===== src/caf_pkg.sv =====
// shared types, constants and register codes of the contrast autofocus sweep
// used by every module of the block; depends on nothing
package caf_pkg;

    // geometry
    localparam int WIN_LEN     = 5;
    localparam int POS_W       = 16;
    localparam int VAL_W       = 32;
    localparam int WIN_IDX_W   = $clog2(WIN_LEN);
    localparam int FILL_W      = $clog2(WIN_LEN + 1);
    localparam int WIN_CENTRE  = WIN_LEN / 2;
    localparam int SUM_W       = VAL_W + $clog2(WIN_LEN);

    // divide by window length: multiply by reciprocal, then one correction step
    localparam int DIV_K       = SUM_W + 1;
    localparam logic [DIV_K-1:0] DIV_RECIP = DIV_K'((65'd1 << DIV_K) / WIN_LEN);
    localparam int SPLIT_LO    = SUM_W / 2;
    localparam int SPLIT_HI    = SUM_W - SPLIT_LO;
    localparam int PROD_W      = SUM_W + DIV_K;

    // configuration widths
    localparam int RATIO_W     = 17;
    localparam int RISE_W      = 16;
    localparam int STEP_W      = 7;
    localparam int CFG_DATA_W  = 17;
    localparam int CFG_IDX_W   = 3;
    localparam int Q_SHIFT     = 16;

    // sweep control
    localparam int STEP_CNT_W  = 3;
    localparam logic [STEP_CNT_W-1:0] WARM_STEPS = STEP_CNT_W'(6);
    localparam logic [1:0] FALL_LIMIT = 2'd3;

    // input queue
    localparam int QUEUE_DEPTH = 2;
    localparam int QPTR_W      = $clog2(QUEUE_DEPTH);
    localparam int QCNT_W      = $clog2(QUEUE_DEPTH + 1);

    // action codes
    localparam logic ACT_START  = 1'b0;
    localparam logic ACT_SAMPLE = 1'b1;

    // step zones
    localparam logic [1:0] ZONE_INITIAL = 2'd0;
    localparam logic [1:0] ZONE_COARSE  = 2'd1;
    localparam logic [1:0] ZONE_MID     = 2'd2;
    localparam logic [1:0] ZONE_FINE    = 2'd3;

    // register indexes
    localparam logic [CFG_IDX_W-1:0] REG_START_POSITION = 3'd0;
    localparam logic [CFG_IDX_W-1:0] REG_END_POSITION   = 3'd1;
    localparam logic [CFG_IDX_W-1:0] REG_COARSE_RATIO   = 3'd2;
    localparam logic [CFG_IDX_W-1:0] REG_RISE_RATIO     = 3'd3;
    localparam logic [CFG_IDX_W-1:0] REG_INITIAL_STEP   = 3'd4;
    localparam logic [CFG_IDX_W-1:0] REG_COARSE_STEP    = 3'd5;
    localparam logic [CFG_IDX_W-1:0] REG_MID_STEP       = 3'd6;
    localparam logic [CFG_IDX_W-1:0] REG_FINE_STEP      = 3'd7;

    typedef struct packed {
        logic [POS_W-1:0]   start_position;
        logic [POS_W-1:0]   end_position;
        logic [RATIO_W-1:0] coarse_ratio;
        logic [RISE_W-1:0]  rise_ratio;
        logic [STEP_W-1:0]  step_initial;
        logic [STEP_W-1:0]  step_coarse;
        logic [STEP_W-1:0]  step_mid;
        logic [STEP_W-1:0]  step_fine;
    } caf_cfg_t;

    typedef struct packed {
        logic              is_sample;
        logic [VAL_W-1:0]  value;
    } caf_item_t;

endpackage


===== src/caf_cfg_regs.sv =====
// configuration register file of the autofocus sweep
// depends on caf_pkg for register codes, widths and the config struct
module caf_cfg_regs (
    input  logic                             clk,
    input  logic                             rst_n,
    input  logic                             cfg_wr_en,
    input  logic [caf_pkg::CFG_IDX_W-1:0]    cfg_index,
    input  logic [caf_pkg::CFG_DATA_W-1:0]   cfg_data,
    output caf_pkg::caf_cfg_t                cfg
);

    caf_pkg::caf_cfg_t cfg_reg;
    caf_pkg::caf_cfg_t cfg_next;

    always_comb
    begin
        cfg_next = cfg_reg;
        if (cfg_wr_en)
        begin
            unique case (cfg_index)
                caf_pkg::REG_START_POSITION:
                    cfg_next.start_position = cfg_data[caf_pkg::POS_W-1:0];
                caf_pkg::REG_END_POSITION:
                    cfg_next.end_position = cfg_data[caf_pkg::POS_W-1:0];
                caf_pkg::REG_COARSE_RATIO:
                    cfg_next.coarse_ratio = cfg_data[caf_pkg::RATIO_W-1:0];
                caf_pkg::REG_RISE_RATIO:
                    cfg_next.rise_ratio = cfg_data[caf_pkg::RISE_W-1:0];
                caf_pkg::REG_INITIAL_STEP:
                    cfg_next.step_initial = cfg_data[caf_pkg::STEP_W-1:0];
                caf_pkg::REG_COARSE_STEP:
                    cfg_next.step_coarse = cfg_data[caf_pkg::STEP_W-1:0];
                caf_pkg::REG_MID_STEP:
                    cfg_next.step_mid = cfg_data[caf_pkg::STEP_W-1:0];
                caf_pkg::REG_FINE_STEP:
                    cfg_next.step_fine = cfg_data[caf_pkg::STEP_W-1:0];
            endcase
        end
    end

    always_ff @(posedge clk or negedge rst_n)
    begin
        if (!rst_n)
        begin
            cfg_reg.start_position <= '0;
            cfg_reg.end_position   <= caf_pkg::POS_W'(1023);
            cfg_reg.coarse_ratio   <= caf_pkg::RATIO_W'(52429);
            cfg_reg.rise_ratio     <= caf_pkg::RISE_W'(262);
            cfg_reg.step_initial   <= caf_pkg::STEP_W'(1);
            cfg_reg.step_coarse    <= caf_pkg::STEP_W'(8);
            cfg_reg.step_mid       <= caf_pkg::STEP_W'(3);
            cfg_reg.step_fine      <= caf_pkg::STEP_W'(1);
        end
        else
        begin
            cfg_reg <= cfg_next;
        end
    end

    assign cfg = cfg_reg;

endmodule


===== src/caf_front.sv =====
// input side of the autofocus sweep: accepts items, classifies start/sample
// and holds them in a short queue for the back end; depends on caf_pkg
module caf_front (
    input  logic                         clk,
    input  logic                         rst_n,
    input  logic                         in_valid,
    output logic                         in_stall,
    input  logic                         action,
    input  logic [caf_pkg::VAL_W-1:0]    focus_value,
    output logic                         head_valid,
    output caf_pkg::caf_item_t           head,
    input  logic                         pop
);

    caf_pkg::caf_item_t              queue_reg [caf_pkg::QUEUE_DEPTH];
    logic [caf_pkg::QPTR_W-1:0]      rd_ptr_reg, rd_ptr_next;
    logic [caf_pkg::QPTR_W-1:0]      wr_ptr_reg, wr_ptr_next;
    logic [caf_pkg::QCNT_W-1:0]      count_reg, count_next;
    logic                            push;
    logic                            take;
    caf_pkg::caf_item_t              item_in;

    assign in_stall   = (count_reg == caf_pkg::QCNT_W'(caf_pkg::QUEUE_DEPTH));
    assign push       = in_valid && !in_stall;
    assign head_valid = (count_reg != '0);
    assign take       = pop && head_valid;
    assign head       = queue_reg[rd_ptr_reg];

    always_comb
    begin
        item_in.is_sample = (action == caf_pkg::ACT_SAMPLE);
        item_in.value     = focus_value;
    end

    always_comb
    begin
        rd_ptr_next = rd_ptr_reg;
        wr_ptr_next = wr_ptr_reg;
        count_next  = count_reg;
        if (push)
        begin
            if (wr_ptr_reg == caf_pkg::QPTR_W'(caf_pkg::QUEUE_DEPTH - 1))
                wr_ptr_next = '0;
            else
                wr_ptr_next = wr_ptr_reg + caf_pkg::QPTR_W'(1);
        end
        if (take)
        begin
            if (rd_ptr_reg == caf_pkg::QPTR_W'(caf_pkg::QUEUE_DEPTH - 1))
                rd_ptr_next = '0;
            else
                rd_ptr_next = rd_ptr_reg + caf_pkg::QPTR_W'(1);
        end
        if (push && !take)
            count_next = count_reg + caf_pkg::QCNT_W'(1);
        else if (take && !push)
            count_next = count_reg - caf_pkg::QCNT_W'(1);
    end

    always_ff @(posedge clk or negedge rst_n)
    begin
        if (!rst_n)
        begin
            rd_ptr_reg <= '0;
            wr_ptr_reg <= '0;
            count_reg  <= '0;
        end
        else
        begin
            rd_ptr_reg <= rd_ptr_next;
            wr_ptr_reg <= wr_ptr_next;
            count_reg  <= count_next;
        end
    end

    always_ff @(posedge clk)
    begin
        if (push)
            queue_reg[wr_ptr_reg] <= item_in;
    end

endmodule


===== src/caf_back.sv =====
// sweep engine of the autofocus block: window, averages, peak tracking,
// zone choice, lens move and the result register; depends on caf_pkg
module caf_back (
    input  logic                          clk,
    input  logic                          rst_n,
    input  caf_pkg::caf_cfg_t             cfg,
    input  logic                          head_valid,
    input  caf_pkg::caf_item_t            head,
    output logic                          pop,
    output logic                          out_valid,
    input  logic                          out_stall,
    output logic [caf_pkg::POS_W-1:0]     next_position,
    output logic [1:0]                    step_zone,
    output logic [caf_pkg::POS_W-1:0]     best_position,
    output logic                          finished
);

    localparam logic [2:0] ST_ACT  = 3'd0;
    localparam logic [2:0] ST_MUL  = 3'd1;
    localparam logic [2:0] ST_RED  = 3'd2;
    localparam logic [2:0] ST_FIX  = 3'd3;
    localparam logic [2:0] ST_ZONE = 3'd4;

    localparam int CP_W = caf_pkg::RATIO_W + caf_pkg::VAL_W;
    localparam int RP_W = caf_pkg::RISE_W + caf_pkg::VAL_W;

    logic [2:0] state_reg, state_next;

    // sweep state
    logic [caf_pkg::VAL_W-1:0]      win_val_reg [caf_pkg::WIN_LEN];
    logic [caf_pkg::POS_W-1:0]      win_pos_reg [caf_pkg::WIN_LEN];
    logic [caf_pkg::FILL_W-1:0]     fill_reg, fill_next;
    logic [caf_pkg::SUM_W-1:0]      sum_reg, sum_next;
    logic [caf_pkg::VAL_W-1:0]      avg_now_reg, avg_now_next;
    logic [caf_pkg::VAL_W-1:0]      avg_before_reg, avg_before_next;
    logic [caf_pkg::VAL_W-1:0]      avg_peak_reg, avg_peak_next;
    logic [caf_pkg::POS_W-1:0]      peak_pos_reg, peak_pos_next;
    logic [caf_pkg::POS_W-1:0]      lens_reg, lens_next;
    logic [caf_pkg::STEP_CNT_W-1:0] step_cnt_reg, step_cnt_next;
    logic [1:0]                     zone_reg, zone_next;
    logic [1:0]                     fall_reg, fall_next;
    logic                           sweeping_reg, sweeping_next;

    // per-item flags
    logic upd_reg, upd_next;
    logic stop_reg, stop_next;
    logic grew_reg, grew_next;

    // arithmetic pipeline
    logic [caf_pkg::SPLIT_HI+caf_pkg::DIV_K-1:0] pp_hi_reg;
    logic [caf_pkg::SPLIT_LO+caf_pkg::DIV_K-1:0] pp_lo_reg;
    logic [caf_pkg::VAL_W-1:0]                   quot_reg;
    logic [CP_W-1:0]                             cp_reg;
    logic [RP_W-1:0]                             rp_reg;
    logic [caf_pkg::PROD_W-1:0]                  prod;
    logic [caf_pkg::SUM_W-1:0]                   rem;
    logic [caf_pkg::VAL_W-1:0]                   avg_fix;
    logic [caf_pkg::VAL_W-1:0]                   rise_base;

    // result register
    logic                       out_valid_reg, out_valid_next;
    logic [caf_pkg::POS_W-1:0]  out_pos_reg;
    logic [1:0]                 out_zone_reg;
    logic [caf_pkg::POS_W-1:0]  out_best_reg;
    logic                       out_fin_reg;
    logic                       out_free;
    logic                       emit;
    logic [caf_pkg::POS_W-1:0]  res_pos;
    logic [1:0]                 res_zone;
    logic [caf_pkg::POS_W-1:0]  res_best;
    logic                       res_fin;

    // window write controls
    logic push_en;
    logic shift_en;

    // zone choice
    logic                        coarse_hit;
    logic                        rise_hit;
    logic signed [caf_pkg::VAL_W:0] diff;
    logic                        diff_pos;
    logic                        diff_neg;
    logic [1:0]                  fall_bump;
    logic [1:0]                  zone_pick;
    logic [1:0]                  fall_pick;
    logic [caf_pkg::STEP_W-1:0]  step;
    logic [caf_pkg::POS_W:0]     lens_sum;
    logic [caf_pkg::POS_W-1:0]   lens_moved;

    assign out_free = !out_valid_reg || !out_stall;

    // averaging datapath
    assign prod = {pp_hi_reg, {caf_pkg::SPLIT_LO{1'b0}}} + caf_pkg::PROD_W'(pp_lo_reg);
    assign rem  = sum_reg - caf_pkg::SUM_W'(quot_reg) * caf_pkg::SUM_W'(caf_pkg::WIN_LEN);
    assign avg_fix = quot_reg + caf_pkg::VAL_W'(rem >= caf_pkg::SUM_W'(caf_pkg::WIN_LEN));
    assign rise_base = upd_reg ? avg_now_reg : avg_before_reg;

    // zone choice from registered products
    always_comb
    begin
        // a fresh peak equals the average, so only the ratio itself decides
        if (grew_reg)
            coarse_hit = cfg.coarse_ratio[caf_pkg::RATIO_W-1];
        else
            coarse_hit = (CP_W'({avg_now_reg, {caf_pkg::Q_SHIFT{1'b0}}}) <= cp_reg);
        diff     = $signed({1'b0, avg_now_reg}) - $signed({1'b0, avg_before_reg});
        rise_hit = ($signed({diff, {caf_pkg::Q_SHIFT{1'b0}}}) > $signed({1'b0, rp_reg}));
        diff_neg = diff[caf_pkg::VAL_W];
        diff_pos = !diff_neg && (diff != '0);
        fall_bump = (zone_reg == caf_pkg::ZONE_FINE) ? fall_reg + 2'd1 : fall_reg;

        zone_pick = zone_reg;
        fall_pick = fall_reg;
        priority if (step_cnt_reg < caf_pkg::WARM_STEPS)
        begin
            zone_pick = caf_pkg::ZONE_INITIAL;
        end
        else if (coarse_hit)
        begin
            zone_pick = caf_pkg::ZONE_COARSE;
            fall_pick = '0;
        end
        else if (rise_hit)
        begin
            zone_pick = caf_pkg::ZONE_FINE;
            fall_pick = '0;
        end
        else if (zone_reg == caf_pkg::ZONE_FINE && diff_pos)
        begin
            fall_pick = '0;
        end
        else if (diff_neg)
        begin
            if (fall_bump >= caf_pkg::FALL_LIMIT)
            begin
                zone_pick = caf_pkg::ZONE_MID;
                fall_pick = '0;
            end
            else
            begin
                fall_pick = fall_bump;
            end
        end
        else
        begin
            zone_pick = caf_pkg::ZONE_MID;
            fall_pick = '0;
        end

        unique case (zone_pick)
            caf_pkg::ZONE_INITIAL: step = cfg.step_initial;
            caf_pkg::ZONE_COARSE:  step = cfg.step_coarse;
            caf_pkg::ZONE_MID:     step = cfg.step_mid;
            caf_pkg::ZONE_FINE:    step = cfg.step_fine;
        endcase

        lens_sum = {1'b0, lens_reg} + (caf_pkg::POS_W + 1)'(step);
        lens_moved = lens_sum[caf_pkg::POS_W] ? {caf_pkg::POS_W{1'b1}}
                                              : lens_sum[caf_pkg::POS_W-1:0];
    end

    // sequencer
    always_comb
    begin
        state_next      = state_reg;
        fill_next       = fill_reg;
        sum_next        = sum_reg;
        avg_now_next    = avg_now_reg;
        avg_before_next = avg_before_reg;
        avg_peak_next   = avg_peak_reg;
        peak_pos_next   = peak_pos_reg;
        lens_next       = lens_reg;
        step_cnt_next   = step_cnt_reg;
        zone_next       = zone_reg;
        fall_next       = fall_reg;
        sweeping_next   = sweeping_reg;
        upd_next        = upd_reg;
        stop_next       = stop_reg;
        grew_next       = grew_reg;
        pop             = 1'b0;
        push_en         = 1'b0;
        shift_en        = 1'b0;
        emit            = 1'b0;
        res_pos         = lens_reg;
        res_zone        = zone_reg;
        res_best        = peak_pos_reg;
        res_fin         = 1'b1;

        unique case (state_reg)
            ST_ACT:
            begin
                if (head_valid)
                begin
                    if (!head.is_sample)
                    begin
                        if (out_free)
                        begin
                            pop             = 1'b1;
                            emit            = 1'b1;
                            fill_next       = '0;
                            sum_next        = '0;
                            avg_now_next    = '0;
                            avg_before_next = '0;
                            avg_peak_next   = '0;
                            lens_next       = cfg.start_position;
                            peak_pos_next   = cfg.start_position;
                            step_cnt_next   = '0;
                            zone_next       = caf_pkg::ZONE_INITIAL;
                            fall_next       = '0;
                            sweeping_next   = 1'b1;
                            res_pos         = cfg.start_position;
                            res_zone        = caf_pkg::ZONE_INITIAL;
                            res_best        = cfg.start_position;
                            res_fin         = 1'b0;
                        end
                    end
                    else if (!sweeping_reg)
                    begin
                        if (out_free)
                        begin
                            pop  = 1'b1;
                            emit = 1'b1;
                        end
                    end
                    else
                    begin
                        pop       = 1'b1;
                        upd_next  = 1'b0;
                        grew_next = 1'b0;
                        stop_next = (lens_reg < cfg.start_position) ||
                                    (lens_reg >= cfg.end_position);
                        // the sample right after a start belongs to the start position
                        if (step_cnt_reg != '0)
                        begin
                            if (fill_reg < caf_pkg::FILL_W'(caf_pkg::WIN_LEN))
                            begin
                                push_en   = 1'b1;
                                fill_next = fill_reg + caf_pkg::FILL_W'(1);
                                sum_next  = sum_reg + caf_pkg::SUM_W'(head.value);
                            end
                            else
                            begin
                                shift_en = 1'b1;
                                upd_next = 1'b1;
                                sum_next = sum_reg - caf_pkg::SUM_W'(win_val_reg[0])
                                         + caf_pkg::SUM_W'(head.value);
                            end
                        end
                        state_next = ST_MUL;
                    end
                end
            end
            ST_MUL:
            begin
                state_next = upd_reg ? ST_RED : ST_ZONE;
            end
            ST_RED:
            begin
                state_next = ST_FIX;
            end
            ST_FIX:
            begin
                avg_before_next = avg_now_reg;
                avg_now_next    = avg_fix;
                if (avg_fix > avg_peak_reg)
                begin
                    avg_peak_next = avg_fix;
                    peak_pos_next = win_pos_reg[caf_pkg::WIN_CENTRE];
                    grew_next     = 1'b1;
                end
                state_next = ST_ZONE;
            end
            ST_ZONE:
            begin
                if (out_free)
                begin
                    emit       = 1'b1;
                    state_next = ST_ACT;
                    if (stop_reg)
                    begin
                        sweeping_next = 1'b0;
                    end
                    else
                    begin
                        zone_next = zone_pick;
                        fall_next = fall_pick;
                        lens_next = lens_moved;
                        if (step_cnt_reg < caf_pkg::WARM_STEPS)
                            step_cnt_next = step_cnt_reg + caf_pkg::STEP_CNT_W'(1);
                        res_pos  = lens_moved;
                        res_zone = zone_pick;
                        res_fin  = 1'b0;
                    end
                end
            end
            default:
            begin
                state_next = ST_ACT;
            end
        endcase
    end

    assign out_valid_next = emit || (out_valid_reg && out_stall);

    always_ff @(posedge clk or negedge rst_n)
    begin
        if (!rst_n)
        begin
            state_reg      <= ST_ACT;
            fill_reg       <= '0;
            sum_reg        <= '0;
            avg_now_reg    <= '0;
            avg_before_reg <= '0;
            avg_peak_reg   <= '0;
            peak_pos_reg   <= '0;
            lens_reg       <= '0;
            step_cnt_reg   <= '0;
            zone_reg       <= caf_pkg::ZONE_INITIAL;
            fall_reg       <= '0;
            sweeping_reg   <= 1'b0;
            upd_reg        <= 1'b0;
            stop_reg       <= 1'b0;
            grew_reg       <= 1'b0;
            out_valid_reg  <= 1'b0;
        end
        else
        begin
            state_reg      <= state_next;
            fill_reg       <= fill_next;
            sum_reg        <= sum_next;
            avg_now_reg    <= avg_now_next;
            avg_before_reg <= avg_before_next;
            avg_peak_reg   <= avg_peak_next;
            peak_pos_reg   <= peak_pos_next;
            lens_reg       <= lens_next;
            step_cnt_reg   <= step_cnt_next;
            zone_reg       <= zone_next;
            fall_reg       <= fall_next;
            sweeping_reg   <= sweeping_next;
            upd_reg        <= upd_next;
            stop_reg       <= stop_next;
            grew_reg       <= grew_next;
            out_valid_reg  <= out_valid_next;
        end
    end

    // window, arithmetic pipeline and result payload
    always_ff @(posedge clk)
    begin
        if (push_en)
        begin
            win_val_reg[fill_reg[caf_pkg::WIN_IDX_W-1:0]] <= head.value;
            win_pos_reg[fill_reg[caf_pkg::WIN_IDX_W-1:0]] <= lens_reg;
        end
        else if (shift_en)
        begin
            for (int i = 0; i < caf_pkg::WIN_LEN - 1; i++)
            begin
                win_val_reg[i] <= win_val_reg[i+1];
                win_pos_reg[i] <= win_pos_reg[i+1];
            end
            win_val_reg[caf_pkg::WIN_LEN-1] <= head.value;
            win_pos_reg[caf_pkg::WIN_LEN-1] <= lens_reg;
        end

        if (state_reg == ST_MUL)
        begin
            pp_hi_reg <= (caf_pkg::SPLIT_HI + caf_pkg::DIV_K)'(
                             sum_reg[caf_pkg::SUM_W-1:caf_pkg::SPLIT_LO])
                       * (caf_pkg::SPLIT_HI + caf_pkg::DIV_K)'(caf_pkg::DIV_RECIP);
            pp_lo_reg <= (caf_pkg::SPLIT_LO + caf_pkg::DIV_K)'(
                             sum_reg[caf_pkg::SPLIT_LO-1:0])
                       * (caf_pkg::SPLIT_LO + caf_pkg::DIV_K)'(caf_pkg::DIV_RECIP);
            cp_reg <= CP_W'(cfg.coarse_ratio) * CP_W'(avg_peak_reg);
            rp_reg <= RP_W'(cfg.rise_ratio) * RP_W'(rise_base);
        end

        if (state_reg == ST_RED)
            quot_reg <= prod[caf_pkg::DIV_K +: caf_pkg::VAL_W];

        if (emit)
        begin
            out_pos_reg  <= res_pos;
            out_zone_reg <= res_zone;
            out_best_reg <= res_best;
            out_fin_reg  <= res_fin;
        end
    end

    assign out_valid     = out_valid_reg;
    assign next_position = out_pos_reg;
    assign step_zone     = out_zone_reg;
    assign best_position = out_best_reg;
    assign finished      = out_fin_reg;

endmodule


===== src/contrast_autofocus_sweep.sv =====
// top level of the contrast hill-climb autofocus sweep controller
// depends on caf_pkg, caf_cfg_regs, caf_front and caf_back
//
// Each accepted item gives exactly one result. Items enter a two-entry queue,
// so the input keeps taking transfers, until both entries are full, while the
// engine works and while a finished result waits in the output register. A
// start item or a sample outside a sweep passes only the act state; a sample
// while the five-entry window is still filling, or the first sample after a
// start, passes the act, multiply and zone states; a sample with a full
// window passes act (window update), multiply, reduce, fix (split reciprocal
// multiply beside threshold products, sum, divide correction) and zone choice.
// Registers are read live; write them only while the block is idle.
module contrast_autofocus_sweep (
    input  logic                             clk,
    input  logic                             rst_n,
    input  logic                             cfg_wr_en,
    input  logic [caf_pkg::CFG_IDX_W-1:0]    cfg_index,
    input  logic [caf_pkg::CFG_DATA_W-1:0]   cfg_data,
    input  logic                             in_valid,
    output logic                             in_stall,
    input  logic                             action,
    input  logic [caf_pkg::VAL_W-1:0]        focus_value,
    output logic                             out_valid,
    input  logic                             out_stall,
    output logic [caf_pkg::POS_W-1:0]        next_position,
    output logic [1:0]                       step_zone,
    output logic [caf_pkg::POS_W-1:0]        best_position,
    output logic                             finished
);

    caf_pkg::caf_cfg_t  cfg;
    caf_pkg::caf_item_t head;
    logic               head_valid;
    logic               pop;

    caf_cfg_regs u_cfg (
        .clk        (clk),
        .rst_n      (rst_n),
        .cfg_wr_en  (cfg_wr_en),
        .cfg_index  (cfg_index),
        .cfg_data   (cfg_data),
        .cfg        (cfg)
    );

    caf_front u_front (
        .clk         (clk),
        .rst_n       (rst_n),
        .in_valid    (in_valid),
        .in_stall    (in_stall),
        .action      (action),
        .focus_value (focus_value),
        .head_valid  (head_valid),
        .head        (head),
        .pop         (pop)
    );

    caf_back u_back (
        .clk           (clk),
        .rst_n         (rst_n),
        .cfg           (cfg),
        .head_valid    (head_valid),
        .head          (head),
        .pop           (pop),
        .out_valid     (out_valid),
        .out_stall     (out_stall),
        .next_position (next_position),
        .step_zone     (step_zone),
        .best_position (best_position),
        .finished      (finished)
    );

endmodule


===== config.mk =====
export PLATFORM = sky130hd
export DESIGN_NAME = contrast_autofocus_sweep
export DESIGN_NICKNAME = d
export VERILOG_FILES = /design/src/caf_pkg.sv /design/src/caf_cfg_regs.sv /design/src/caf_front.sv /design/src/caf_back.sv /design/src/contrast_autofocus_sweep.sv
export SDC_FILE = /design/constraint.sdc
export NUM_CORES = 2
export LEC_CHECK = 0
export ABC_CLOCK_PERIOD_IN_PS = 24600
export BUFFER_PORTS_ARGS = -buffer_cell sky130_fd_sc_hd__buf_2
export CORE_ASPECT_RATIO = 1.5
export CORE_MARGIN = 3
export CORE_UTILIZATION = 50
export DETAILED_ROUTE_END_ITERATION = 10
export HOLD_SLACK_MARGIN = 0.1
export PLACE_DENSITY = 0.65
export SYNTH_ARGS = -nofsm -noshare
export SYNTH_HDL_FRONTEND = slang
export SYNTH_HIERARCHICAL = 1
export SYNTH_SLANG_ARGS = --single-unit

===== constraint.sdc =====
create_clock -name clk -period 24.6 [get_ports clk]
set_clock_uncertainty 0.1 [all_clocks]
set_input_delay 4.92 -clock clk [delete_from_list [all_inputs] [get_ports clk]]
set_output_delay 4.92 -clock clk [all_outputs]
set_load 0.02 [all_outputs]

==> out/qor.txt <==
Initial DRC Count: 3626
met2 routed WL: 128400 µm
first-pass GRT wire length: 384300 µm
RSZ-0062 raised after global routing: no
vias per cell: 5.690
R2R Setup Slk: 14.61 ns
Final Cycle Share: 0.4062
synthesized flop and latch total: 801
First-pass DRT Iterations: 8
Slowest Stage Delay on Critical Path: 0.76 ns
synthesized instance count: 8749
Final Max Slew Viols: 0
commonest cells after routing, fill and taps aside: inv_1 (1529), nand2_1 (1426), fa_1 (1077), ha_1 (808), edfxtp_1 (523)
total power: 9056 µW
I/O Buffers: 94
HP Class: reg -> reg
cts repair resizes: 0
leakage power: 0.04225 µW
Max H-tree Level: 3
reg2reg end: u_back/avg_peak_reg[21]$_DFFE_PN0P_
kind of critical path: reg -> reg
GR Overflow Total: 0
VDD IR max: 0.3770 mV
vias in the first global route: 67750
core area: 169700 µm²
Clock Path Buffers: 3
Max Used Layer: met4
final hold violation count: 0
area overhead of the layout relative to synthesis: 6.947%
I/O pin count: 95
Clock Latency Late Sink: 0.73 ns
Mapped Nets: 10690
# rows: 185
Syn Std Cell Area: 85460 µm²
Max Cap Viol: 0
layout cells sized above 1: 0.06658
HPWL Detailed: 195500 µm
Startpoint Class: flop
total CTS buffers: 86
# setup viols final: 0
number of synthesized flops with an enable pin: 523
Max-Slew Margin vs Limit: 0.1955
commonest non-fill, non-tap cell in the layout: inv_1
root buf cell: clkbuf_16
die area: 176000 µm²
DR vias: 62890
reg2reg start: u_back/quot_reg[1]$_DFFE_PP_
Largest register FFs: 160
Multi-input gate area: 55880 µm²
Setup Buffers After CTS: 0
CTS tree: yes
register area: 22710 µm²
height of the chip: 512.3 µm
ys async rst share: 0.3471
Initial Util: 0.5037
Crit path required time: 25.02 ns
Final GP Congestion: 1.009
clock-pin slew on the worst setup and hold paths: 0.07 ns
final worst path period need: 9.992 ns
critical path fanouts, max: 63
Crit path top cell by count: ha_1
outcome: completed
count of cell types in the netlist: 96
Critical Path End Type: flop
Least-Margin Pin Slew: 1.207 ns
clk sink count: 801
R2R depth: 37
DRT met1 WL: 87240 µm
WL per Instance: 22.52 µm
Total Routing Usage GR: 0.2859
Synth Area per Inst: 9.768 µm²
Routed Wire Length: 248900 µm
fmax: 0.1001 GHz
antenna violations before repair: 9
Worst Path Arrival: 10.41 ns
largest net degree at the start of global routing: 148
met3 WL: 11900 µm
Most used DFF post-synth: edfxtp_1
Worst Setup EP: u_back/avg_peak_reg[21]$_DFFE_PN0P_
FILL cells: 15280
CP startpoint: u_back/quot_reg[1]$_DFFE_PP_
Final #Nets: 10670
Die Wd: 343.6 µm
setup TNS: 0 ns
DR DRC count: 0
CTS Hold Bufs: 0
sequential-to-total area share from yosys stat: 0.2656
power per cell area: 99.08 nW/µm²
ANT nets after route: 0
warning count from the yosys run: 6
CP max-delay cell: a2111oi_0
-- power breakdown --
part           switching (µW)  internal, µW  leakage, µW  total (µW)
clock                     604           731      0.00139        1340
sequential                298          2000      0.00840        2300
combinational            3410          2010       0.0325        5420
total                    4320          4740       0.0423        9060
-- through the flow --
stage          instance area [µm²]  std cells  utilization  setup WS [ns]  hold slack (ns)
2_1_floorplan                85460       8749            -          15.65           0.3564
3_3_place_gp                 88510      10880       0.5217          15.00           0.3819
3_5_place_dp                 88510      10880       0.5217          14.83           0.3818
4_1_cts                      91380      11050       0.5386          14.67           0.4005
5_1_grt                      91390      11050       0.5386          13.87           0.4158
6_report                     91400      11050       0.5387          14.61           0.3985
-- worst min-delay path by stage --
| stage | start | to | slack (ns) | cells past startpoint |
|---|---|---|---|---|
| after floorplan | u_front/count_reg[1]$_DFFE_PN0P_ | u_front/count_reg[1]$_DFFE_PN0P_ | 0.36 | 1 |
| after detailed placement | u_back/avg_before_reg[31]$_DFFE_PN0P_ | u_back/avg_before_reg[31]$_DFFE_PN0P_ | 0.38 | 1 |
| after global routing | u_back/avg_before_reg[14]$_DFFE_PN0P_ | u_back/avg_before_reg[14]$_DFFE_PN0P_ | 0.42 | 1 |
| final | u_back/avg_before_reg[7]$_DFFE_PN0P_ | u_back/avg_before_reg[7]$_DFFE_PN0P_ | 0.40 | 1 |
| after CTS | u_cfg/cfg[13]$_DFFE_PN0P_ | u_cfg/cfg[13]$_DFFE_PN0P_ | 0.40 | 1 |
| after global placement | u_back/avg_before_reg[10]$_DFFE_PN0P_ | u_back/avg_before_reg[10]$_DFFE_PN0P_ | 0.38 | 1 |
-- Yosys cell counts (all sizes together) (15+ instances only) --
cell type | instances | area, µm²
a22oi | 18 | 135.1
o31ai | 15 | 112.6
a22o | 39 | 341.6
inv | 1529 | 5739
nor2 | 275 | 1032
nand3 | 84 | 420.4
xnor2 | 219 | 1918
nand2b | 58 | 362.9
and2 | 343 | 2146
o21ai | 294 | 1471
a21o | 181 | 1360
fa | 1077 | 21560
mux2 | 135 | 1689
or2 | 18 | 112.6
nand2 | 1429 | 5366
a21oi | 325 | 1630
a31oi | 32 | 200.2
o21a | 54 | 405.4
dfrtp | 251 | 6281
edfxtp | 523 | 15710
o211ai | 18 | 135.1
and3 | 32 | 200.2
o22ai | 29 | 181.4
dfstp | 27 | 709.4
nor3 | 57 | 290.3
xor2 | 105 | 919.6
ha | 808 | 10110
a211oi | 32 | 245.2
o21bai | 38 | 289.0
nor4 | 25 | 156.4
buf | 22 | 195.2
or3 | 22 | 137.6
nor2b | 65 | 406.6
clkbuf | 299 | 1122
a2111oi | 16 | 196.5
nand4 | 65 | 406.6
-- layout make-up --
type                            count  area share
Antenna cell                        7   0.0001917
Clock buffer                      118     0.02612
Clock inverter                     44    0.005257
Inverter                         1529     0.06279
Multi-Input combinational cell   6098      0.6114
Sequential cell                   801      0.2484
Tap cell                         2244     0.03072
Timing Repair Buffer              212     0.01509
-- worst max-delay path: cells and delay by family, from the launching register on --
| family | cells | cell delay [ns] |
|---|---|---|
| xor gates and xnor gates | 1 | 0.23 |
| DFF | 1 | 0.54 |
| and+or+nand+nor | 9 | 1.80 |
| AOI/OAI and AO/OA | 17 | 4.19 |
| adders and majority gates | 6 | 1.97 |
| buffers and inverters | 3 | 0.62 |
| muxes | 1 | 0.28 |
-- logic make-up after synthesis --
family	synth area share
compound gates	0.09207
fa+ha+maj	0.3706
flops	0.2656
buf+inv	0.08257
simple gates	0.1346
mux	0.02140
xor+xnor	0.03320
-- routing by layer --
layer | vias up | global-route usage
li1 | 28220 | -
met1 | 31670 | 0.3079
met2 | 2149 | 0.5128
met3 | 856 | 0.03672
met4 | 0 | 0.2045
met5 | - | 0
No activity file was read; power rests on OpenSTA's default activity.
